[src/rtl/cmfta_pkg.sv]
`default_nettype none

package cmfta_pkg;

  // Configuration register data width and index width
  localparam int CFG_W  = 12;
  localparam int CFG_AW = 1;

  // Face code width
  localparam int FACE_W = 3;

  // Defaults for the top level parameters
  localparam int DEF_MAX_FACE_SIZE   = 2048;
  localparam int DEF_COMPONENT_WIDTH = 16;

  // Reset value of both size registers
  localparam logic [CFG_W-1:0] SIZE_RESET = 12'd256;

  typedef enum logic [CFG_AW-1:0] {
    CFG_FACE_WIDTH  = 1'b0,
    CFG_FACE_HEIGHT = 1'b1
  } cfg_reg_e;

  typedef enum logic [FACE_W-1:0] {
    FACE_POS_X = 3'd0,
    FACE_NEG_X = 3'd1,
    FACE_POS_Y = 3'd2,
    FACE_NEG_Y = 3'd3,
    FACE_POS_Z = 3'd4,
    FACE_NEG_Z = 3'd5
  } face_e;

  // Bits of a texel coordinate: coordinates run 0 .. max_size-1
  function automatic int cmfta_tex_width(input int max_size);
    int w;
    w = $clog2(max_size);
    return (w < 1) ? 1 : w;
  endfunction

  // Bits of a saturated size value: 0 .. max_size
  function automatic int cmfta_size_width(input int max_size);
    return $clog2(max_size + 1);
  endfunction

  // Cycles from start to done_o: four front stages, one divider stage per
  // quotient bit, one output stage
  function automatic int cmfta_latency(input int max_size);
    return cmfta_tex_width(max_size) + 5;
  endfunction

endpackage

`default_nettype wire

[src/rtl/cmfta_div.sv]
`default_nettype none

// Pipelined restoring divider: one quotient bit per register stage.
// The quotient must fit in QUO_W bits, i.e. num_i < den_i * 2**QUO_W.
module cmfta_div #(
  parameter int NUM_W = 29,
  parameter int DEN_W = 17,
  parameter int QUO_W = 11
) (
  input  wire logic             clk_i,
  input  wire logic [NUM_W-1:0] num_i,
  input  wire logic [DEN_W-1:0] den_i,
  output logic      [QUO_W-1:0] quo_o
);

  // Partial remainder, low dividend bits shifting out / quotient bits in
  logic [DEN_W-1:0] rem_q [QUO_W];
  logic [QUO_W-1:0] lq_q  [QUO_W];
  logic [DEN_W-1:0] den_q [QUO_W];

  for (genvar k = 0; k < QUO_W; k++) begin : g_stage
    logic [DEN_W-1:0] rem_in;
    logic [QUO_W-1:0] lq_in;
    logic [DEN_W-1:0] den_in;
    logic [DEN_W:0]   trial;
    logic [DEN_W:0]   diff;
    logic             ge;
    logic [QUO_W:0]   shifted;

    // Pick up the previous stage, or split the dividend at the first one
    if (k == 0) begin : g_first
      assign rem_in = num_i[QUO_W+DEN_W-1:QUO_W];
      assign lq_in  = num_i[QUO_W-1:0];
      assign den_in = den_i;
    end else begin : g_next
      assign rem_in = rem_q[k-1];
      assign lq_in  = lq_q[k-1];
      assign den_in = den_q[k-1];
    end

    // Shift in the next dividend bit, try the subtract
    always_comb begin
      trial   = {rem_in, lq_in[QUO_W-1]};
      diff    = trial - {1'b0, den_in};
      ge      = (trial >= {1'b0, den_in});
      shifted = {lq_in, ge};
    end

    // Advance one stage
    always_ff @(posedge clk_i) begin
      rem_q[k] <= ge ? diff[DEN_W-1:0] : trial[DEN_W-1:0];
      lq_q[k]  <= shifted[QUO_W-1:0];
      den_q[k] <= den_in;
    end
  end

  assign quo_o = lq_q[QUO_W-1];

endmodule

`default_nettype wire

[src/rtl/cube_map_face_texel_address.sv]
// Cube map face and texel address unit. Each start cycle takes one signed
// direction (dir_x_i, dir_y_i, dir_z_i) and, after the front stages, the
// divider and the output stage, shows face, texel coordinates, linear
// texel index and valid_res on the result ports for the single cycle that
// done_o is high. A new direction may be started in every cycle; busy is
// never raised. Most of the latency is the restoring divider that forms
// floor(u * size), one quotient bit per pipeline stage. The receiver
// cannot stall: each result must be taken in its done_o cycle. Face sizes
// above MAX_FACE_SIZE are used as MAX_FACE_SIZE. Write the size registers
// only while no item is in flight.
`default_nettype none

module cube_map_face_texel_address
  import cmfta_pkg::*;
#(
  parameter int MAX_FACE_SIZE   = DEF_MAX_FACE_SIZE,
  parameter int COMPONENT_WIDTH = DEF_COMPONENT_WIDTH,
  localparam int TW = cmfta_tex_width(MAX_FACE_SIZE),
  localparam int IW = 2 * TW
) (
  input  wire logic                              clk_i,
  input  wire logic                              rst_ni,
  input  wire logic                              start,
  output logic                                   busy,
  input  wire logic signed [COMPONENT_WIDTH-1:0] dir_x_i,
  input  wire logic signed [COMPONENT_WIDTH-1:0] dir_y_i,
  input  wire logic signed [COMPONENT_WIDTH-1:0] dir_z_i,
  input  wire logic                              cfg_we_i,
  input  wire logic        [CFG_AW-1:0]          cfg_addr_i,
  input  wire logic        [CFG_W-1:0]           cfg_wdata_i,
  output logic                                   done_o,
  output logic             [FACE_W-1:0]          face_o,
  output logic             [TW-1:0]              texel_x_o,
  output logic             [TW-1:0]              texel_y_o,
  output logic             [IW-1:0]              texel_index_o,
  output logic                                   valid_res_o
);

  localparam int CW   = COMPONENT_WIDTH;
  localparam int SW   = cmfta_size_width(MAX_FACE_SIZE);
  localparam int DW   = CW + 1;
  localparam int NW   = CW + 1 + SW;
  localparam int PW   = CW + 11;
  localparam int SATW = (SW > CFG_W) ? SW : CFG_W;
  localparam int XW   = TW + SW + 1;

  typedef struct packed {
    logic            vres;
    face_e           face;
    logic [SW-1:0]   ws;
  } side_t;

  // ---------------------------------------------------------------------
  // Size registers
  // ---------------------------------------------------------------------
  logic [CFG_W-1:0] width_q;
  logic [CFG_W-1:0] height_q;

  always_ff @(posedge clk_i or negedge rst_ni) begin
    if (!rst_ni) begin
      width_q  <= SIZE_RESET;
      height_q <= SIZE_RESET;
    end else if (cfg_we_i) begin
      unique case (cfg_reg_e'(cfg_addr_i))
        CFG_FACE_WIDTH:  width_q  <= cfg_wdata_i;
        CFG_FACE_HEIGHT: height_q <= cfg_wdata_i;
        default:         ;
      endcase
    end
  end

  // Full rate pipeline, never holds off a transfer
  assign busy = 1'b0;

  // ---------------------------------------------------------------------
  // Stage 1: magnitudes and largest magnitude
  // ---------------------------------------------------------------------
  logic [CW-1:0] ax, ay, az, axy, amax;

  always_comb begin
    ax   = dir_x_i[CW-1] ? (CW'(~dir_x_i) + CW'(1)) : CW'(dir_x_i);
    ay   = dir_y_i[CW-1] ? (CW'(~dir_y_i) + CW'(1)) : CW'(dir_y_i);
    az   = dir_z_i[CW-1] ? (CW'(~dir_z_i) + CW'(1)) : CW'(dir_z_i);
    axy  = (ax > ay) ? ax : ay;
    amax = (axy > az) ? axy : az;
  end

  logic                 s1_vld_q;
  logic signed [CW-1:0] s1_comp_q [3];
  logic [CW-1:0]        s1_a_q;

  always_ff @(posedge clk_i) begin
    s1_comp_q[0] <= dir_x_i;
    s1_comp_q[1] <= dir_y_i;
    s1_comp_q[2] <= dir_z_i;
    s1_a_q       <= amax;
  end

  // ---------------------------------------------------------------------
  // Stage 2: ratio tests and face pick, last passing face wins
  // ---------------------------------------------------------------------
  logic signed [PW-1:0] ma;
  logic signed [PW-1:0] pc [3];
  logic [2:0]           pos, neg;
  face_e                face_d;
  logic signed [CW-1:0] cu_d, cv_d;
  logic                 un_d, vn_d;

  always_comb begin
    ma = $signed(PW'(s1_a_q)) * PW'(999);
    for (int i = 0; i < 3; i++) begin
      pc[i]  = PW'(s1_comp_q[i]) * PW'(1000);
      pos[i] = (pc[i] > ma);
      neg[i] = (pc[i] < -ma);
    end

    face_d = FACE_POS_X;
    cu_d   = s1_comp_q[0];
    cv_d   = s1_comp_q[1];
    un_d   = 1'b0;
    vn_d   = 1'b0;
    priority if (pos[2]) begin
      face_d = FACE_POS_Z;
    end else if (neg[2]) begin
      face_d = FACE_NEG_Z;
    end else if (pos[1]) begin
      face_d = FACE_POS_Y;
      cv_d   = s1_comp_q[2];
      un_d   = 1'b1;
      vn_d   = 1'b1;
    end else if (neg[1]) begin
      face_d = FACE_NEG_Y;
      cv_d   = s1_comp_q[2];
    end else if (pos[0]) begin
      face_d = FACE_POS_X;
      cu_d   = s1_comp_q[2];
      un_d   = 1'b1;
      vn_d   = 1'b1;
    end else if (neg[0]) begin
      face_d = FACE_NEG_X;
      cu_d   = s1_comp_q[2];
    end else begin
      face_d = FACE_POS_X;
    end
  end

  logic                 s2_vld_q;
  logic                 s2_vres_q;
  face_e                s2_face_q;
  logic signed [CW-1:0] s2_cu_q, s2_cv_q;
  logic                 s2_un_q, s2_vn_q;
  logic [CW-1:0]        s2_a_q;

  always_ff @(posedge clk_i) begin
    s2_vres_q <= (s1_a_q != '0);
    s2_face_q <= face_d;
    s2_cu_q   <= cu_d;
    s2_cv_q   <= cv_d;
    s2_un_q   <= un_d;
    s2_vn_q   <= vn_d;
    s2_a_q    <= s1_a_q;
  end

  // ---------------------------------------------------------------------
  // Stage 3: numerators a -/+ c, edge wrap to zero, size saturation
  // ---------------------------------------------------------------------
  logic signed [CW+1:0] a_ext, nu_full, nv_full;
  logic [DW-1:0]        den_d;
  logic [DW-1:0]        nu_d, nv_d;
  logic [SATW-1:0]      w_ext, h_ext;
  logic [SW-1:0]        ws_d, hs_d;

  always_comb begin
    a_ext   = $signed({2'b00, s2_a_q});
    nu_full = s2_un_q ? (a_ext - (CW+2)'(s2_cu_q)) : (a_ext + (CW+2)'(s2_cu_q));
    nv_full = s2_vn_q ? (a_ext - (CW+2)'(s2_cv_q)) : (a_ext + (CW+2)'(s2_cv_q));
    den_d   = {s2_a_q, 1'b0};
    nu_d    = ((nu_full == '0) || (nu_full[DW-1:0] == den_d)) ? '0 : nu_full[DW-1:0];
    nv_d    = ((nv_full == '0) || (nv_full[DW-1:0] == den_d)) ? '0 : nv_full[DW-1:0];
    w_ext   = SATW'(width_q);
    h_ext   = SATW'(height_q);
    ws_d    = (w_ext > SATW'(MAX_FACE_SIZE)) ? SW'(MAX_FACE_SIZE) : w_ext[SW-1:0];
    hs_d    = (h_ext > SATW'(MAX_FACE_SIZE)) ? SW'(MAX_FACE_SIZE) : h_ext[SW-1:0];
  end

  logic          s3_vld_q;
  logic          s3_vres_q;
  face_e         s3_face_q;
  logic [DW-1:0] s3_nu_q, s3_nv_q, s3_den_q;
  logic [SW-1:0] s3_ws_q, s3_hs_q;

  always_ff @(posedge clk_i) begin
    s3_vres_q <= s2_vres_q;
    s3_face_q <= s2_face_q;
    s3_nu_q   <= nu_d;
    s3_nv_q   <= nv_d;
    s3_den_q  <= den_d;
    s3_ws_q   <= ws_d;
    s3_hs_q   <= hs_d;
  end

  // ---------------------------------------------------------------------
  // Stage 4: scale numerators by face size
  // ---------------------------------------------------------------------
  logic          s4_vld_q;
  side_t         s4_side_q;
  logic [NW-1:0] s4_numu_q, s4_numv_q;
  logic [DW-1:0] s4_den_q;

  always_ff @(posedge clk_i) begin
    s4_side_q <= '{vres: s3_vres_q, face: s3_face_q, ws: s3_ws_q};
    s4_numu_q <= NW'(s3_nu_q) * NW'(s3_ws_q);
    s4_numv_q <= NW'(s3_nv_q) * NW'(s3_hs_q);
    s4_den_q  <= s3_den_q;
  end

  // ---------------------------------------------------------------------
  // Divider stages: floor(n * size / 2a) for both coordinates
  // ---------------------------------------------------------------------
  logic [TW-1:0] quo_u, quo_v;

  cmfta_div #(
    .NUM_W (NW),
    .DEN_W (DW),
    .QUO_W (TW)
  ) u_div_u (
    .clk_i (clk_i),
    .num_i (s4_numu_q),
    .den_i (s4_den_q),
    .quo_o (quo_u)
  );

  cmfta_div #(
    .NUM_W (NW),
    .DEN_W (DW),
    .QUO_W (TW)
  ) u_div_v (
    .clk_i (clk_i),
    .num_i (s4_numv_q),
    .den_i (s4_den_q),
    .quo_o (quo_v)
  );

  // Carry face, validity and width alongside the divider
  logic  dv_vld_q  [TW];
  side_t dv_side_q [TW];

  for (genvar k = 0; k < TW; k++) begin : g_side
    if (k == 0) begin : g_first
      always_ff @(posedge clk_i or negedge rst_ni) begin
        if (!rst_ni) begin
          dv_vld_q[k] <= 1'b0;
        end else begin
          dv_vld_q[k] <= s4_vld_q;
        end
      end
      always_ff @(posedge clk_i) begin
        dv_side_q[k] <= s4_side_q;
      end
    end else begin : g_next
      always_ff @(posedge clk_i or negedge rst_ni) begin
        if (!rst_ni) begin
          dv_vld_q[k] <= 1'b0;
        end else begin
          dv_vld_q[k] <= dv_vld_q[k-1];
        end
      end
      always_ff @(posedge clk_i) begin
        dv_side_q[k] <= dv_side_q[k-1];
      end
    end
  end

  // ---------------------------------------------------------------------
  // Front stage valid bits
  // ---------------------------------------------------------------------
  always_ff @(posedge clk_i or negedge rst_ni) begin
    if (!rst_ni) begin
      s1_vld_q <= 1'b0;
      s2_vld_q <= 1'b0;
      s3_vld_q <= 1'b0;
      s4_vld_q <= 1'b0;
    end else begin
      s1_vld_q <= start && !busy;
      s2_vld_q <= s1_vld_q;
      s3_vld_q <= s2_vld_q;
      s4_vld_q <= s3_vld_q;
    end
  end

  // ---------------------------------------------------------------------
  // Output stage: linear index, zero vector forces zeros
  // ---------------------------------------------------------------------
  side_t         side_last;
  logic [XW-1:0] idx_full;

  always_comb begin
    side_last = dv_side_q[TW-1];
    idx_full  = XW'(quo_v) * XW'(side_last.ws) + XW'(quo_u);
  end

  logic          done_q;
  logic [FACE_W-1:0] face_q;
  logic [TW-1:0] tx_q, ty_q;
  logic [IW-1:0] idx_q;
  logic          vres_q;

  always_ff @(posedge clk_i or negedge rst_ni) begin
    if (!rst_ni) begin
      done_q <= 1'b0;
    end else begin
      done_q <= dv_vld_q[TW-1];
    end
  end

  always_ff @(posedge clk_i) begin
    vres_q <= side_last.vres;
    face_q <= side_last.vres ? side_last.face : FACE_POS_X;
    tx_q   <= side_last.vres ? quo_u : '0;
    ty_q   <= side_last.vres ? quo_v : '0;
    idx_q  <= side_last.vres ? idx_full[IW-1:0] : '0;
  end

  assign done_o        = done_q;
  assign face_o        = face_q;
  assign texel_x_o     = tx_q;
  assign texel_y_o     = ty_q;
  assign texel_index_o = idx_q;
  assign valid_res_o   = vres_q;

endmodule

`default_nettype wire

[config.mk]
export PLATFORM = sky130hd
export DESIGN_NAME = cube_map_face_texel_address
export DESIGN_NICKNAME = d
export VERILOG_FILES = /design/src/rtl/cmfta_pkg.sv /design/src/rtl/cmfta_div.sv /design/src/rtl/cube_map_face_texel_address.sv
export SDC_FILE = /design/constraint.sdc
export NUM_CORES = 2
export LEC_CHECK = 0
export BUFFER_PORTS_ARGS = -buffer_cell sky130_fd_sc_hd__buf_2
export CAP_MARGIN = 15
export CORE_MARGIN = 4
export CORE_UTILIZATION = 50
export DETAILED_ROUTE_END_ITERATION = 8
export MAX_ROUTING_LAYER = met4
export PLACE_DENSITY = 0.66
export SLEW_MARGIN = 20
export SYNTH_ARGS = -nofsm -noshare
export SYNTH_HDL_FRONTEND = slang
export SYNTH_SLANG_ARGS = --single-unit
[constraint.sdc]
create_clock -name clk_i -period 19.7 [get_ports clk_i]
set_input_delay 1.97 -clock clk_i [delete_from_list [all_inputs] [get_ports clk_i]]
set_output_delay 1.97 -clock clk_i [all_outputs]
set_load 0.05 [all_outputs]
* Word-level counts from Yosys, hierarchy flattened
Memory sizes are Yosys's and may differ from the RTL's.
Cells that the tools add are included.
** Storage, ports and cells
- Output and inout bits :: 50
- Memories kept :: 8
- Logic and storage cells :: 183
- Register bits after elaboration :: 323
- RAM bits :: 1214
- Bits of input ports :: 65
** Cells by class
- Reductions and logical operators :: 8
- Bitwise gates (word level) :: 4
- Mux-type cells :: 47
- Equality and inequality tests :: 2
- Order comparisons :: 32
- $mul :: 7
- $add $sub $neg :: 31
** Memories
- u_div_u.den_q :: words 11, width 17, rd ports 10, clocked after memory_dff 0, write ports 11, RTL line cmfta_div.sv:19 : logic [DEN_W-1:0] den_q [QUO_W];
- u_div_u.rem_q :: words 11, width 17, rd ports 10, clocked after memory_dff 0, write ports 11, RTL line cmfta_div.sv:17 : logic [DEN_W-1:0] rem_q [QUO_W];
- u_div_v.den_q :: words 11, width 17, rd ports 10, clocked after memory_dff 0, write ports 11, RTL line cmfta_div.sv:19
- u_div_v.rem_q :: words 11, width 17, rd ports 10, clocked after memory_dff 0, write ports 11, RTL line cmfta_div.sv:17
- dv_side_q :: words 11, width 16, rd ports 11, clocked after memory_dff 0, write ports 11, RTL line cube_map_face_texel_address.sv:246 : side_t dv_side_q [TW];
- u_div_u.lq_q :: words 11, width 11, rd ports 11, clocked after memory_dff 0, write ports 11, RTL line cmfta_div.sv:18 : logic [QUO_W-1:0] lq_q [QUO_W];
- +2 memories
** Operator list (number)
- $ge 18x17->1 :: 22
- $mux 17 :: 22
- $sub 17x17->17 :: 22
- $mux 16 :: 15
- $gt 27x27->1 :: 3
- $lt 27x27->1 :: 3
- $mul 16x8->24 const B :: 3
- $mul 17x12->28 :: 2
- $add 16x2->16 const B :: 3
- $not 16->16 :: 3
- $add 17x16->18 :: 2
- $logic_not 18->1 :: 2
- $mux 18 :: 2
- $sub 17x16->18 :: 2
- $eq 17x17->1 :: 2
- $gt 16x16->1 :: 2
- $neg 26->27 :: 1
- $mul 16x10->26 const B :: 1
- $gt 12x12->1 const B :: 2
- $add 22x11->22 :: 1
- $mul 11x12->22 :: 1
- $reduce_bool 16->1 :: 1
- $mux 1 :: 6
- $mux 2 :: 2
- other kinds (4) :: 6

* Longest topological paths before layout
- Depth in word-level cells :: 9
- Depth in mapped cells :: 36

* Modules after synthesis
From an unflattened synthesis, not the netlist that was laid out.
** Second synthesis, totals
- Cell total of the unflattened synthesis :: 9068
- Area, all modules :: 90773.3 µm²
** By module, submodules not included
- cube_map_face_texel_address :: cells each 5064, area each 50239.4 µm², sequential area each 11193.2 µm², times used 1
- cmfta_div :: cells each 2002, area each 20266.9 µm², sequential area each 9228.9 µm², times used 2

* Worst setup path before layout
No wires, ideal clock.
- Path kind :: register -> register
- Start :: register s1_a_q[2]
- End :: register s2_cu_q[10]
- Path buffers :: 1
- Cell stages (with the launch flop) :: 32
- Data arrival time :: 7.936 ns
- Period minus slack after synthesis :: 8.058 ns
- Path slack :: 11.642 ns
- Cell sequence :: dfxtp_1 -> inv_1 -> fa_1 -> fa_1 -> inv_1 -> fa_1 -> fa_1 -> inv_1 -> fa_1 -> inv_1 -> ha_1 -> a21oi_1 -> o21ai_1 -> a2111oi_4 -> a21bo_2 -> xnor2_1 -> inv_1 -> ha_1 -> a21o_1 -> a21o_1 -> a21oi_1 -> nor2b_1 -> o21ai_0 -> nand2b_1 -> a221o_1 -> maj3_1 -> maj3_1 -> a211oi_1 -> nor3_1 -> o211ai_4 -> buf_6 -> mux2_4
** On the way
- Word-level cells in the longest chain between the ends :: 9
** RTL lines
- from (decl) :: RTL line cube_map_face_texel_address.sv:90 : logic [CW-1:0] s1_a_q;
- from (signal assigned) :: RTL line cube_map_face_texel_address.sv:96 : s1_a_q <= amax;
- $mul 16x10->26 (*) :: RTL line cube_map_face_texel_address.sv:110 : ma = $signed(PW'(s1_a_q)) * PW'(999);
- $neg 26->27 :: RTL line cube_map_face_texel_address.sv:114 : neg[i] = (pc[i] < -ma);
- $lt 27x27->1 :: RTL line cube_map_face_texel_address.sv:114
- $mux 16 :: RTL line cube_map_face_texel_address.sv:139 : end else if (neg[0]) begin
- $mux 16 :: RTL line cube_map_face_texel_address.sv:134 : end else if (pos[0]) begin
- $mux 16 :: RTL line cube_map_face_texel_address.sv:131 : end else if (neg[1]) begin
- $mux 16 :: RTL line cube_map_face_texel_address.sv:126 : end else if (pos[1]) begin
- $mux 16 :: RTL line cube_map_face_texel_address.sv:124 : end else if (neg[2]) begin
- $mux 16 (*) :: RTL line cube_map_face_texel_address.sv:122 : priority if (pos[2]) begin
- named net cu_d[10] :: RTL line cube_map_face_texel_address.sv:106 : logic signed [CW-1:0] cu_d, cv_d;
- to (signal assigned) :: RTL line cube_map_face_texel_address.sv:157 : s2_cu_q <= cu_d;
- to (decl) :: RTL line cube_map_face_texel_address.sv:150 : logic signed [CW-1:0] s2_cu_q, s2_cv_q;
Mark *: on every way through the listed nets, which the timed path passes. The rest lies on a longest branch.
A chain may end at the register's enable or synchronous reset.

* Final worst setup path
- Start :: register s1_a_q[0]
- End :: register s2_cv_q[6]
** On the way
- Word-level cells in the longest chain between the ends :: 7
** RTL lines
- $mul 16x10->26 (*) :: RTL line cube_map_face_texel_address.sv:110
- $neg 26->27 :: RTL line cube_map_face_texel_address.sv:114
- $lt 27x27->1 :: RTL line cube_map_face_texel_address.sv:114
- $mux 16 :: RTL line cube_map_face_texel_address.sv:131
- $mux 16 :: RTL line cube_map_face_texel_address.sv:126
- $mux 16 :: RTL line cube_map_face_texel_address.sv:124
- $mux 16 (*) :: RTL line cube_map_face_texel_address.sv:122
- named net cv_d[6] :: RTL line cube_map_face_texel_address.sv:106
- to (signal assigned) :: RTL line cube_map_face_texel_address.sv:158 : s2_cv_q <= cv_d;
- to (decl) :: RTL line cube_map_face_texel_address.sv:150
Marks and branches as above.

==> metrics <==
vias per cell 5.40; share of cells above drive strength 1 0.0756; Crit path largest cell delay 0.73 ns; Post-synth ARST share 0.0310; Post-Syn Area per Cell 9.77 um2; YS warnings 0; Post-route DRC 0; Most Frequent Cell on Critical Path fa_1; detailed-route wire length 209000 um; worst hold path cell count 0; CP max stage cell nor4_2; critical-path maximum fanout 17; top cell type by total area after synthesis dfxtp_1; fillers 14400; status finished clean; H-tree depth 4; CTS sink cnt 1289; post-synth cell types 105; Max Clk Rate 104 MHz; first-pass GRT wire length 332000 um; clk_skew 0.0537 ns; clk_lat worst skew 0.77 ns; clock root buffer clkbuf_16; DRT Pass-1 Iters 7; post-route ant nets 0; dpl ws 10.21 ns; CTS tree done; initial antenna violation count 2; worst r2r path cells 28; Worst setup EP type register; fin util 0.547; Mapped Nets 10200; Worst-Margin Slew 1.13 ns; flops & latches, synth 1289; commonest non-fill, non-tap cell in the layout dfxtp_1; hpwl dp 172000 um; CTS resizes 0; Chip Width 415 um; Rows 149; setup tns final 0 ns; final hold vios 0; Hold-fix buffers, CTS 0; commonest cells after routing, fill and taps aside dfxtp_1 (1249), inv_1 (1195), ha_1 (994); Max-slew headroom 0.248; IO Count 115; Port Buffers 113; Top FF cell, synth dfxtp_1; Max Cap Viol 0; final worst slack 10.09 ns; cell count after synthesis 8476; largest net degree at the start of global routing 49; gr usage total 0.249; Placer Congestion 0.956; final period utilization 0.488; top post-synthesis cells by area dfxtp_1 (30%), fa_1 (16%), ha_1 (15%); die area 0.172 mm2; nets 10300; number of enable flip-flop cells after synthesis 0; critical path class reg -> reg; RSZ-0062 raised after global routing no; drt wl/cell 19.2 um; Setup-failing EPs final 0; Max Root-Sink Buffers 3; via count 58700; Core ar. 0.165 mm2; clock slew at reported path FFs 0.06 ns; crit path DAT 10.26 ns; fin. max-slew vios 0; TritonCTS buffer count 135; Hold WC Path Type reg -> reg; height of the chip 415 um; Iter 0 DRT Violations 3499; post-route minimum period 9.61 ns; Area growth syn-to-layout 8.96%; startpoint types register; initial core utilization 0.502; postcts setup bufs 0; post-synth top area share 0.302; vias in the first global route 59800; Seq/Total Area, Yosys 0.314; synthesized area 0.0828 mm2; Worst EP required 20.35 ns; grt ovf 0
## worst paths after layout
check                        startpoint           end  slack, ns
min reg2reg                s3_den_q[11]  s4_den_q[11]       0.28
min                        s3_den_q[11]  s4_den_q[11]       0.28
min in group asynchronous        rst_ni        done_o       1.33
max reg2reg                   s1_a_q[0]    s2_cv_q[6]      10.09
max in group asynchronous        rst_ni      w_ext[5]      17.83
max                           s1_a_q[0]    s2_cv_q[6]      10.09
## layer usage
| metal | GRT usage | routed length, um | vias to the layer above |
|---|---|---|---|
| li1 | - | - | 28300 |
| met1 | 0.313 | 90900 | 28600 |
| met2 | 0.420 | 102000 | 1323 |
| met3 | 0.0279 | 8180 | 382 |
| met4 | 0.0848 | 7760 | 0 |
| met5 | - | 0 | - |
## final cells by class
class                           count  area, um2  area share
Timing Repair Buffer              134        723     0.00802
Inverter                         1200       4500      0.0499
Sequential cell                  1289      26000       0.288
Antenna cell                        1       2.50   0.0000277
Clock buffer                      188       3920      0.0435
Multi-Input combinational cell   5812      51600       0.572
Tap cell                         2189       2740      0.0304
Clock inverter                     55        726     0.00804
## kinds of logic (layout without fill, tap and decap cells)
| group | Yosys count | after routing | share of synthesized area |
|---|---|---|---|
| fa+ha+maj | 1674 | 1674 | 0.314 |
| compound gates | 1328 | 1328 | 0.105 |
| mux | 303 | 303 | 0.0403 |
| other cells | 1 | 2 | 0.0000453 |
| simple gates | 2168 | 2168 | 0.127 |
| flops | 1289 | 1289 | 0.314 |
| buf+inv | 1375 | 1577 | 0.0629 |
| xor+xnor | 338 | 338 | 0.0363 |
## metrics by stage
step           instances  hold WS [ns]  instance area [um2]
2_1_floorplan       8476         0.310                82800
5_1_grt            10900         0.295                90200
3_5_place_dp       10600         0.312                85600
3_3_place_gp       10600         0.310                85600
4_1_cts            10900         0.285                90200
6_report           10900         0.283                90200
## cells in the mapped netlist, drive strengths merged (21+ instances only)
| master | n |
|---|---|
| a21o | 73 |
| o31ai | 101 |
| mux2 | 229 |
| nor2 | 499 |
| nor3 | 77 |
| or3 | 29 |
| dfxtp | 1249 |
| a2111oi | 25 |
| clkbuf | 159 |
| nor4 | 40 |
| nand2b | 40 |
| o41ai | 22 |
| dfrtp | 38 |
| nand2 | 706 |
| nor3b | 36 |
| xor2 | 101 |
| fa | 674 |
| o21a | 74 |
| mux2i | 74 |
| a211oi | 21 |
| a21boi | 231 |
| o21ai | 392 |
| a31oi | 23 |
| nand3 | 145 |
| and2 | 270 |
| nor2b | 134 |
| inv | 1198 |
| ha | 994 |
| or2 | 31 |
| xnor2 | 234 |
| nand4 | 84 |
| a21oi | 224 |
| o211ai | 35 |
## registers in the layout, indices dropped and copies added (netlist names), 22 cells and up
| name | flops |
|---|---|
| u_div_v.lq_q | 121 |
| u_div_v.rem_q | 170 |
| s1_comp_q | 48 |
| u_div_u.lq_q | 121 |
| s4_numv_q | 28 |
| u_div_u.den_q | 48 |
| dv_side_q | 176 |
| u_div_u.rem_q | 170 |
| u_div_v.den_q | 112 |
| s4_numu_q | 28 |
| texel_index_o | 22 |
## critical path, delay by kind of cell (launching register included)
| family | cells | cell delay (ns) |
|---|---|---|
| compound gates | 8 | 2.25 |
| flops | 1 | 0.67 |
| xor+xnor | 1 | 0.23 |
| simple gates | 8 | 2.26 |
| buf+inv | 3 | 0.16 |
| fa+ha+maj | 7 | 3.51 |
| mux | 1 | 0.40 |
Power is left out: the tool's default activity adds up to more than one toggle a clock period on the data nets, which glitch-free logic cannot reach.
